[src/design/mcs_pkg.sv]
// ----------------------------------------------------------------------------
// mcs_pkg
// Shared types and constants of the search-tree child selector.
// ----------------------------------------------------------------------------
package mcs_pkg;

   localparam int MaxChildren = 256;
   localparam int CountBits   = 16;

   localparam logic [15:0] CountMask =
      (CountBits >= 16) ? 16'hFFFF : 16'((32'd1 << CountBits) - 32'd1);

   localparam logic [31:0] Ln2Q32         = 32'd2977044472;
   localparam logic [31:0] ScoreInf       = 32'hFFFF_FFFF;
   localparam logic [31:0] ScoreMaxFinite = 32'hFFFF_FFFE;

   localparam int LnBits = 20;

   localparam logic [1:0] ModeUct    = 2'd0;
   localparam logic [1:0] ModeRate   = 2'd1;
   localparam logic [1:0] ModeVisits = 2'd2;

   localparam logic [1:0] CsrMode = 2'd0;
   localparam logic [1:0] CsrExpC = 2'd1;

   localparam logic [15:0] ExpCReset = 16'd512;

   localparam int LogSteps  = 16;
   localparam int DivSteps  = 32;
   localparam int SqrtSteps = 24;

   typedef enum logic [3:0] {
      CMD_NONE,
      CMD_LOAD,
      CMD_SKIP,
      CMD_LPT_ZERO,
      CMD_LOG_INIT,
      CMD_LOG_STEP,
      CMD_LN,
      CMD_LPT,
      CMD_DIV_INIT,
      CMD_DIV_STEP,
      CMD_SQRT_INIT,
      CMD_SQRT_STEP,
      CMD_UPDATE,
      CMD_EMIT
   } cmd_type;

   typedef struct packed {
      logic pos_full;
      logic pos_zero;
      logic p_zero;
      logic v_zero;
      logic mode_uct;
      logic mode_visits;
      logic last;
      logic out_busy;
   } status_type;

endpackage

[src/design/mcs_ctrl.sv]
// ----------------------------------------------------------------------------
// mcs_ctrl
// Sequencer that steps the datapath through logarithm, divide and square root.
// ----------------------------------------------------------------------------
module mcs_ctrl
   import mcs_pkg::*;
(
   input  logic       clock,
   input  logic       reset,
   input  logic       req_valid,
   output logic       req_ready,
   input  status_type status,
   output cmd_type    cmd
);

   typedef enum logic [3:0] {
      S_IDLE,
      S_CHECK,
      S_LOG,
      S_LN,
      S_LPT,
      S_SCORE,
      S_DIV,
      S_SQRT_INIT,
      S_SQRT,
      S_UPDATE,
      S_END
   } state_type;

   state_type  state_ff, state_in;
   logic [4:0] cnt_ff, cnt_in;

   assign req_ready = (state_ff == S_IDLE);

   always_comb begin
      state_in = state_ff;
      cnt_in   = cnt_ff;
      cmd      = CMD_NONE;
      case (state_ff)
         S_IDLE: begin
            if (req_valid) begin
               cmd      = CMD_LOAD;
               state_in = S_CHECK;
            end
         end
         S_CHECK: begin
            if (status.pos_full) begin
               cmd      = CMD_SKIP;
               state_in = S_END;
            end else if (status.pos_zero && status.p_zero) begin
               cmd      = CMD_LPT_ZERO;
               state_in = S_SCORE;
            end else if (status.pos_zero) begin
               cmd      = CMD_LOG_INIT;
               cnt_in   = 5'd0;
               state_in = S_LOG;
            end else begin
               state_in = S_SCORE;
            end
         end
         S_LOG: begin
            cmd    = CMD_LOG_STEP;
            cnt_in = cnt_ff + 5'd1;
            if (cnt_ff == 5'(LogSteps - 1)) begin
               state_in = S_LN;
            end
         end
         S_LN: begin
            cmd      = CMD_LN;
            state_in = S_LPT;
         end
         S_LPT: begin
            cmd      = CMD_LPT;
            state_in = S_SCORE;
         end
         S_SCORE: begin
            if (status.mode_visits || status.v_zero) begin
               state_in = S_UPDATE;
            end else begin
               cmd      = CMD_DIV_INIT;
               cnt_in   = 5'd0;
               state_in = S_DIV;
            end
         end
         S_DIV: begin
            cmd    = CMD_DIV_STEP;
            cnt_in = cnt_ff + 5'd1;
            if (cnt_ff == 5'(DivSteps - 1)) begin
               state_in = status.mode_uct ? S_SQRT_INIT : S_UPDATE;
            end
         end
         S_SQRT_INIT: begin
            cmd      = CMD_SQRT_INIT;
            cnt_in   = 5'd0;
            state_in = S_SQRT;
         end
         S_SQRT: begin
            cmd    = CMD_SQRT_STEP;
            cnt_in = cnt_ff + 5'd1;
            if (cnt_ff == 5'(SqrtSteps - 1)) begin
               state_in = S_UPDATE;
            end
         end
         S_UPDATE: begin
            cmd      = CMD_UPDATE;
            state_in = S_END;
         end
         S_END: begin
            if (!status.last) begin
               state_in = S_IDLE;
            end else if (!status.out_busy) begin
               cmd      = CMD_EMIT;
               state_in = S_IDLE;
            end
         end
         default: begin
            state_in = S_IDLE;
         end
      endcase
   end

   always_ff @(posedge clock) begin
      if (reset) begin
         state_ff <= S_IDLE;
         cnt_ff   <= 5'd0;
      end else begin
         state_ff <= state_in;
         cnt_ff   <= cnt_in;
      end
   end

endmodule

[src/design/mcs_dp.sv]
// ----------------------------------------------------------------------------
// mcs_dp
// Datapath: operand registers, log unit, twin dividers on one divisor, square
// root, best child tracking and the result register.
// ----------------------------------------------------------------------------
module mcs_dp
   import mcs_pkg::*;
#(
   parameter int MAX_CHILDREN = MaxChildren
)
(
   input  logic        clock,
   input  logic        reset,
   input  cmd_type     cmd,
   output status_type  status,
   input  logic        csr_we,
   input  logic [1:0]  csr_index,
   input  logic [15:0] csr_wdata,
   input  logic [15:0] req_child_wins,
   input  logic [15:0] req_child_visits,
   input  logic [15:0] req_parent_visits,
   input  logic        req_last_child,
   output logic        rsp_valid,
   input  logic        rsp_ready,
   output logic [7:0]  rsp_best_index,
   output logic [31:0] rsp_best_score,
   output logic        rsp_uct_error,
   output logic        rsp_too_many_children
);

   localparam int PosBits = $clog2(MAX_CHILDREN + 1);

   logic [1:0]  mode_ff, mode_in;
   logic [15:0] expc_ff, expc_in;
   logic [PosBits-1:0] pos_ff, pos_in;
   logic        err_ff, err_in;
   logic        ovf_ff, ovf_in;
   logic [7:0]  best_idx_ff, best_idx_in;
   logic [31:0] best_score_ff, best_score_in;
   logic        out_valid_ff, out_valid_in;

   logic [15:0] w_ff, w_in, v_ff, v_in, p_ff, p_in;
   logic        last_ff, last_in;
   logic [1:0]  imode_ff, imode_in;
   logic [3:0]  e_ff, e_in;
   logic [31:0] m_ff, m_in;
   logic [15:0] frac_ff, frac_in;
   logic [LnBits-1:0] ln_ff, ln_in;
   logic [31:0] lpt_ff, lpt_in;
   logic [16:0] rem_a_ff, rem_a_in, rem_b_ff, rem_b_in;
   logic [31:0] dq_a_ff, dq_a_in, dq_b_ff, dq_b_in;
   logic [47:0] sx_ff, sx_in;
   logic [23:0] root_ff, root_in;
   logic [25:0] srem_ff, srem_in;
   logic [7:0]  o_idx_ff, o_idx_in;
   logic [31:0] o_score_ff, o_score_in;
   logic        o_err_ff, o_err_in, o_ovf_ff, o_ovf_in;

   logic [15:0] win_m, vin_m;
   logic [3:0]  msb;
   logic [63:0] sq_prod;
   logic [32:0] sq;
   logic [51:0] ln_prod;
   logic [35:0] lpt_prod;
   logic [16:0] ta, tb;
   logic        qa, qb;
   logic [27:0] snew;
   logic [25:0] stest;
   logic [32:0] usum;
   logic [31:0] score;
   logic [PosBits+7:0] pos_ext;

   assign win_m = req_child_wins & CountMask;
   assign vin_m = req_child_visits & CountMask;

   always_comb begin
      msb = 4'd0;
      for (int i = 0; i < 16; i++) begin
         if (p_ff[i]) begin
            msb = 4'(i);
         end
      end
   end

   assign sq_prod  = 64'(m_ff) * 64'(m_ff);
   assign sq       = sq_prod[63:31];
   assign ln_prod  = 52'({e_ff, frac_ff}) * 52'(Ln2Q32);
   assign lpt_prod = 36'(expc_ff) * 36'(ln_ff);

   assign ta = {rem_a_ff[15:0], dq_a_ff[31]};
   assign tb = {rem_b_ff[15:0], dq_b_ff[31]};
   assign qa = (ta >= {1'b0, v_ff});
   assign qb = (tb >= {1'b0, v_ff});

   assign snew  = {srem_ff, sx_ff[47:46]};
   assign stest = {root_ff, 2'b01};

   assign usum = 33'(dq_a_ff) + 33'(root_ff);

   always_comb begin
      if (imode_ff[1]) begin
         score = 32'(v_ff);
      end else if (v_ff == 16'd0) begin
         score = (imode_ff == ModeUct) ? ScoreInf : 32'd0;
      end else if (imode_ff == ModeRate) begin
         score = dq_a_ff;
      end else if (usum > 33'(ScoreMaxFinite)) begin
         score = ScoreMaxFinite;
      end else begin
         score = usum[31:0];
      end
   end

   assign pos_ext = {8'd0, pos_ff};

   always_comb begin
      mode_in       = mode_ff;
      expc_in       = expc_ff;
      pos_in        = pos_ff;
      err_in        = err_ff;
      ovf_in        = ovf_ff;
      best_idx_in   = best_idx_ff;
      best_score_in = best_score_ff;
      out_valid_in  = out_valid_ff & ~rsp_ready;
      w_in = w_ff; v_in = v_ff; p_in = p_ff;
      last_in = last_ff; imode_in = imode_ff;
      e_in = e_ff; m_in = m_ff; frac_in = frac_ff;
      ln_in = ln_ff; lpt_in = lpt_ff;
      rem_a_in = rem_a_ff; rem_b_in = rem_b_ff;
      dq_a_in = dq_a_ff; dq_b_in = dq_b_ff;
      sx_in = sx_ff; root_in = root_ff; srem_in = srem_ff;
      o_idx_in = o_idx_ff; o_score_in = o_score_ff;
      o_err_in = o_err_ff; o_ovf_in = o_ovf_ff;

      if (csr_we) begin
         case (csr_index)
            CsrMode: mode_in = csr_wdata[1:0];
            CsrExpC: expc_in = csr_wdata;
            default: ;
         endcase
      end

      case (cmd)
         CMD_LOAD: begin
            w_in     = (win_m > vin_m) ? vin_m : win_m;
            v_in     = vin_m;
            p_in     = req_parent_visits & CountMask;
            last_in  = req_last_child;
            imode_in = mode_ff;
         end
         CMD_SKIP: begin
            ovf_in = 1'b1;
         end
         CMD_LPT_ZERO: begin
            lpt_in = 32'd0;
            if (imode_ff == ModeUct) begin
               err_in = 1'b1;
            end
         end
         CMD_LOG_INIT: begin
            e_in    = msb;
            m_in    = 32'({16'd0, p_ff} << (5'd31 - {1'b0, msb}));
            frac_in = 16'd0;
         end
         CMD_LOG_STEP: begin
            if (sq[32]) begin
               m_in    = sq[32:1];
               frac_in = {frac_ff[14:0], 1'b1};
            end else begin
               m_in    = sq[31:0];
               frac_in = {frac_ff[14:0], 1'b0};
            end
         end
         CMD_LN: begin
            ln_in = ln_prod[51:32];
         end
         CMD_LPT: begin
            lpt_in = {4'd0, lpt_prod[35:8]};
         end
         CMD_DIV_INIT: begin
            rem_a_in = 17'd0;
            rem_b_in = 17'd0;
            dq_a_in  = {w_ff, 16'd0};
            dq_b_in  = lpt_ff;
         end
         CMD_DIV_STEP: begin
            rem_a_in = qa ? (ta - {1'b0, v_ff}) : ta;
            rem_b_in = qb ? (tb - {1'b0, v_ff}) : tb;
            dq_a_in  = {dq_a_ff[30:0], qa};
            dq_b_in  = {dq_b_ff[30:0], qb};
         end
         CMD_SQRT_INIT: begin
            sx_in   = {dq_b_ff, 16'd0};
            root_in = 24'd0;
            srem_in = 26'd0;
         end
         CMD_SQRT_STEP: begin
            sx_in = {sx_ff[45:0], 2'b00};
            if (snew >= 28'(stest)) begin
               srem_in = 26'(snew - 28'(stest));
               root_in = {root_ff[22:0], 1'b1};
            end else begin
               srem_in = snew[25:0];
               root_in = {root_ff[22:0], 1'b0};
            end
         end
         CMD_UPDATE: begin
            if (pos_ff == '0 || score > best_score_ff) begin
               best_idx_in   = pos_ext[7:0];
               best_score_in = score;
            end
            pos_in = pos_ff + PosBits'(1);
         end
         CMD_EMIT: begin
            o_idx_in      = best_idx_ff;
            o_score_in    = best_score_ff;
            o_err_in      = err_ff;
            o_ovf_in      = ovf_ff;
            out_valid_in  = 1'b1;
            pos_in        = '0;
            err_in        = 1'b0;
            ovf_in        = 1'b0;
            best_idx_in   = 8'd0;
            best_score_in = 32'd0;
            lpt_in        = 32'd0;
         end
         default: ;
      endcase
   end

   always_ff @(posedge clock) begin
      if (reset) begin
         mode_ff       <= ModeUct;
         expc_ff       <= ExpCReset;
         pos_ff        <= '0;
         err_ff        <= 1'b0;
         ovf_ff        <= 1'b0;
         best_idx_ff   <= 8'd0;
         best_score_ff <= 32'd0;
         out_valid_ff  <= 1'b0;
         lpt_ff        <= 32'd0;
      end else begin
         mode_ff       <= mode_in;
         expc_ff       <= expc_in;
         pos_ff        <= pos_in;
         err_ff        <= err_in;
         ovf_ff        <= ovf_in;
         best_idx_ff   <= best_idx_in;
         best_score_ff <= best_score_in;
         out_valid_ff  <= out_valid_in;
         lpt_ff        <= lpt_in;
      end
   end

   always_ff @(posedge clock) begin
      w_ff <= w_in; v_ff <= v_in; p_ff <= p_in;
      last_ff <= last_in; imode_ff <= imode_in;
      e_ff <= e_in; m_ff <= m_in; frac_ff <= frac_in; ln_ff <= ln_in;
      rem_a_ff <= rem_a_in; rem_b_ff <= rem_b_in;
      dq_a_ff <= dq_a_in; dq_b_ff <= dq_b_in;
      sx_ff <= sx_in; root_ff <= root_in; srem_ff <= srem_in;
      o_idx_ff <= o_idx_in; o_score_ff <= o_score_in;
      o_err_ff <= o_err_in; o_ovf_ff <= o_ovf_in;
   end

   assign status.pos_full    = (pos_ff == PosBits'(MAX_CHILDREN));
   assign status.pos_zero    = (pos_ff == '0);
   assign status.p_zero      = (p_ff == 16'd0);
   assign status.v_zero      = (v_ff == 16'd0);
   assign status.mode_uct    = (imode_ff == ModeUct);
   assign status.mode_visits = imode_ff[1];
   assign status.last        = last_ff;
   assign status.out_busy    = out_valid_ff & ~rsp_ready;

   assign rsp_valid             = out_valid_ff;
   assign rsp_best_index        = o_idx_ff;
   assign rsp_best_score        = o_score_ff;
   assign rsp_uct_error         = o_err_ff;
   assign rsp_too_many_children = o_ovf_ff;

endmodule

[src/design/mcts_child_selector.sv]
// ----------------------------------------------------------------------------
// mcts_child_selector
// UCB1/UCT child selection over a stream of children of one tree node.
// ----------------------------------------------------------------------------
// The block takes one child per item and works on one item at a time. In
// visits mode or for an unvisited child no divide runs; in win-rate mode a
// child runs the 32-step twin dividers on one divisor, and in UCT mode also
// the 24-step square root. The first child of a pass with a nonzero parent
// count first runs the 16-step logarithm of the parent count. A child past
// the child limit only sets the overflow flag. The result of the last child
// is held in an output register, so the next pass starts while it waits to
// be taken; the last child of that next pass stalls until it is free.
module mcts_child_selector
   import mcs_pkg::*;
#(
   parameter int MAX_CHILDREN = MaxChildren
)
(
   input  logic        clock,
   input  logic        reset,
   input  logic        csr_we,
   input  logic [1:0]  csr_index,
   input  logic [15:0] csr_wdata,
   input  logic        req_valid,
   output logic        req_ready,
   input  logic [15:0] req_child_wins,
   input  logic [15:0] req_child_visits,
   input  logic [15:0] req_parent_visits,
   input  logic        req_last_child,
   output logic        rsp_valid,
   input  logic        rsp_ready,
   output logic [7:0]  rsp_best_index,
   output logic [31:0] rsp_best_score,
   output logic        rsp_uct_error,
   output logic        rsp_too_many_children
);

   cmd_type    cmd;
   status_type status;

   mcs_ctrl u_ctrl (
      .clock     (clock),
      .reset     (reset),
      .req_valid (req_valid),
      .req_ready (req_ready),
      .status    (status),
      .cmd       (cmd)
   );

   mcs_dp #(
      .MAX_CHILDREN (MAX_CHILDREN)
   ) u_dp (
      .clock                 (clock),
      .reset                 (reset),
      .cmd                   (cmd),
      .status                (status),
      .csr_we                (csr_we),
      .csr_index             (csr_index),
      .csr_wdata             (csr_wdata),
      .req_child_wins        (req_child_wins),
      .req_child_visits      (req_child_visits),
      .req_parent_visits     (req_parent_visits),
      .req_last_child        (req_last_child),
      .rsp_valid             (rsp_valid),
      .rsp_ready             (rsp_ready),
      .rsp_best_index        (rsp_best_index),
      .rsp_best_score        (rsp_best_score),
      .rsp_uct_error         (rsp_uct_error),
      .rsp_too_many_children (rsp_too_many_children)
   );

endmodule

[config.mk]
export PLATFORM = sky130hd
export DESIGN_NAME = mcts_child_selector
export DESIGN_NICKNAME = d
export VERILOG_FILES = /design/src/design/mcs_pkg.sv /design/src/design/mcs_ctrl.sv /design/src/design/mcs_dp.sv /design/src/design/mcts_child_selector.sv
export SDC_FILE = /design/constraint.sdc
export NUM_CORES = 2
export LEC_CHECK = 0
export ABC_CLOCK_PERIOD_IN_PS = 19900
export BUFFER_PORTS_ARGS = -buffer_cell sky130_fd_sc_hd__buf_2
export CAP_MARGIN = 20
export CELL_PAD_IN_SITES_DETAIL_PLACEMENT = 0
export CELL_PAD_IN_SITES_GLOBAL_PLACEMENT = 1
export CORE_MARGIN = 2
export CORE_UTILIZATION = 35
export CTS_CLUSTER_SIZE = 20
export DETAILED_ROUTE_END_ITERATION = 7
export PLACE_DENSITY = 0.72
export SYNTH_ARGS = -nofsm -noshare
export SYNTH_HDL_FRONTEND = slang
export SYNTH_SLANG_ARGS = --single-unit
[constraint.sdc]
create_clock -name clock -period 19.9 [get_ports clock]
set_input_delay 4.975 -clock clock [delete_from_list [all_inputs] [get_ports clock]]
set_output_delay 4.975 -clock clock [all_outputs]
set_load 0.1 [all_outputs]
==> summary.md <==
| Metric | Value |
|---|---|
| Crit path required time | `20,330 ps` |
| DIE AREA | `210,000 um2` |
| Reg clk slew, reported paths | `70 ps` |
| Placer Congestion | `0.880` |
| Tmin final | `9790 ps` |
| Worst slew margin | `0.271` |
| Hold Path Origin | `u_dp.err_ff` |
| First-pass GRT wire length | `314,000 um` |
| Synth async-reset ratio | `0` |
| Total congestion overflow | `0` |
| Mux share of post-synthesis cell area | `0.0140` |
| Final cycle utilization of the critical path | `0.492` |
| Post_cts resized | `0` |
| CTS tree | `done` |
| Initial antenna violation count | `5` |
| Met3 Use GR | `0.0183` |
| Detail Route Antenna Nets | `0` |
| # DRC | `0` |
| Area Growth Syn to Fin | `7.59%` |
| Register area | `12,400 um2` |
| Dpl hpwl | `152,000 um` |
| Mean Syn Cell Area | `9.54 um2` |
| Area of the multi-input gates | `52,200 um2` |
| Pre-Repair DR Iteration Count | `5` |
| Setup violators final | `0` |
| Vias in the first global route | `55,400` |
| Slowest cell on crit path | `o21ai_0` |
| Sink Count | `450` |
| Compound-Gate Fraction of Synth Area | `0.0828` |
| Final wirelength | `195,000 um` |
| YS warnings | `0` |
| Synthesized area | `72,200 um2` |
| Die Y | `458 um` |
| Sequential fraction of the synthesis area | `0.172` |
| Main flop type after synthesis | `edfxtp_1` |
| Hold Buf Count CTS | `0` |
| Critical path arrival | `10,220 ps` |
| Worst-Skew Late Latency | `710 ps` |
| GRT Util Overall | `0.190` |
| Share of the synthesized area in the top cell type | `0.345` |
| Met1 global-route usage | `0.244` |
| Crit. Startpoint | `u_dp.m_ff[7]` |
| Proportion of layout cells with a drive suffix above 1 | `0.0529` |
| Synth Area in Adders | `0.479` |
| R2R Path Start | `u_dp.m_ff[7]` |
| Critical Path End Type | `flop` |
| Final Slew Violations | `0` |
| Number of H-tree levels | `2` |
| Largest family of logic cells by synthesized area | `adder cells` |
| GR Layer Usage met2 | `0.336` |
| Core area | `205,000 um2` |
| Largest net degree at the start of global routing | `84` |
| 1st-iter DRT viols | `3,041` |
| Slowest stage delay, CP | `820 ps` |
| Via count | `51,300` |
| # port buffers | `115` |
| Syn_nets | `9,650` |
| XOR/XNOR Fraction of Synth Area | `0.0208` |
| Clock Skew | `78.2 ps` |
| Status | `completed` |
| Hold WC Path Type | `flop to flop` |
| Width of the die | `458 um` |
| Final setup TNS | `0 ps` |
| RSZ-0062 raised after global routing | `no` |
| Vias per cell | `4.99` |
| Starting density of the core | `0.352` |
| Commonest cells after routing, fill and taps aside | `inv_1 (1,723), fa_1 (1,244), nand2_1 (890), ha_1 (773), edfxtp_1 (343)` |
| # nets final | `9,627` |
| Number of buffers created by CTS | `55` |
| Unique masters post-synth | `98` |
| Max_cap viols | `0` |
| Post-synth top area cell | `fa_1` |
| Synth Instances | `7,561` |
| Commonest non-fill, non-tap cell in the layout | `inv_1` |
| Post CTS Setup Buffer Count | `0` |
| DR WL/cell | `19.0 um` |
| Final Hold Violating Endpoints | `0` |
| Tightest Pin Transition | `1090 ps` |
| Max Buffers Root-to-Sink | `3` |
| FILL cells | `20,500` |
| Synthesized flop and latch total | `450` |
| Crit Path Max Fanout | `25` |
| Clock root cell | `clkbuf_16` |
| Layer with the highest usage | `met2` |
| Startpoint Class | `flop` |
| CP most frequent cell | `fa_1` |
| # IOs | `116` |
| Post-Synth Simple-Gate Area | `0.126` |
| Row cnt | `166` |
| FMAX | `0.102 GHz` |
| Dominant cells by area after synthesis | `fa_1 (35%), edfxtp_1 (14%), ha_1 (13%), inv_1 (9.0%), nand2_1 (4.6%)` |
| Number of synthesized flops with an enable pin | `343` |
| Critical path class | `flop to flop` |
[synth_stat cells, types with 14 or more instances]
library cell	number
xor2_1	70
a211o_1	14
nand2_1	892
or3_1	25
a211oi_1	42
nor3_1	84
a22oi_1	16
dfxtp_1	107
o21a_1	34
nand4_1	37
a21oi_1	245
fa_1	1244
edfxtp_1	343
nand3_1	69
inv_1	1724
nor2_1	308
o21ai_0	158
xnor2_1	101
and2_1	333
buf_1	15
o22ai_1	18
nor4_1	16
a22o_1	32
o21bai_1	21
a31o_2	16
ha_1	773
nor2b_1	38
mux2_2	24
and3_1	57
a31oi_1	34
buf_2	14
clkbuf_1	230
nand2b_1	33
o31ai_1	17
mux2i_1	74
a21o_1	87
o211ai_1	15
[flip-flops by register name, summed over array words and instances (netlist names), 5 cells and up]
register	flops
u_dp.m_ff	32
u_dp.rsp_best_score	32
u_dp.rsp_best_index	8
u_dp.pos_ff	9
u_ctrl.cnt_ff	5
u_dp.dq_a_ff	32
u_dp.p_ff	16
u_dp.best_score_ff	32
u_dp.dq_b_ff	32
u_dp.w_ff	16
u_dp.expc_ff	16
u_dp.root_ff	24
u_dp.rem_a_ff	16
u_dp.v_ff	16
u_dp.ln_ff	20
u_dp.rem_b_ff	16
u_dp.sx_ff	32
u_dp.best_idx_ff	8
u_dp.lpt_ff	28
u_dp.srem_ff	26
u_dp.frac_ff	16
[final timing paths]
kind / endpoint / slack, ps / cells after the start
worst max register to register: u_dp.m_ff[30] / 10110 / 27
worst max-delay path: u_dp.m_ff[30] / 10110 / 27
worst min register to register: u_dp.rsp_uct_error / 400 / 0
worst min-delay path: u_dp.rsp_uct_error / 400 / 0
[logic make-up after synthesis]
kind of cell             count (synthesis)
buffers and inverters                 1999
AND/OR/NAND/NOR                       1942
AO/OA/AOI/OAI                          883
XOR/XNOR                               171
multiplexers                            98
adder cells (fa/ha/maj)               2017
other                                    1
flip-flops                             450
[metrics by stage]
| stage | hold WS (ps) | utilization | cell area [um2] | worst slack [ps] | std cells |
|---|---|---|---|---|---|
| floorplan | 408 | - | 72200 | 11610 | 7561 |
| finish | 405 | 0.379 | 77600 | 10110 | 10300 |
| detailed placement | 421 | 0.369 | 75600 | 10280 | 10200 |
| global route | 424 | 0.379 | 77600 | 9810 | 10300 |
| CTS | 400 | 0.379 | 77600 | 10250 | 10300 |
| global placement | 417 | 0.369 | 75600 | 10380 | 10200 |
[routing by layer]
layer | up-vias | share of wire
met5 | - | 0
met4 | 0 | 0.033
met3 | 258 | 0.042
met2 | 1112 | 0.50
met1 | 26100 | 0.42
li1 | 23800 | -
[critical path: cells and delay by family, from the launching register on]
kind                     cells  cell delay (ps)
AO/OA/AOI/OAI                7             2490
AND/OR/NAND/NOR              4              900
multiplexers                 1              300
flip-flops                   1              320
adder cells (fa/ha/maj)      9             4330
buffers and inverters        6             1160
[final cells by class]
type | instances | share of cell area
Tap cell | 2688 | 0.0433
Inverter | 1726 | 0.0835
Multi-Input combinational cell | 5112 | 0.672
Timing Repair Buffer | 193 | 0.0156
Clock buffer | 72 | 0.0207
Antenna cell | 3 | 0.0000967
Clock inverter | 32 | 0.00434
Sequential cell | 450 | 0.160
Power is left out: the tool's default activity adds up to more than one toggle a clock period on the data nets, which glitch-free logic cannot reach.
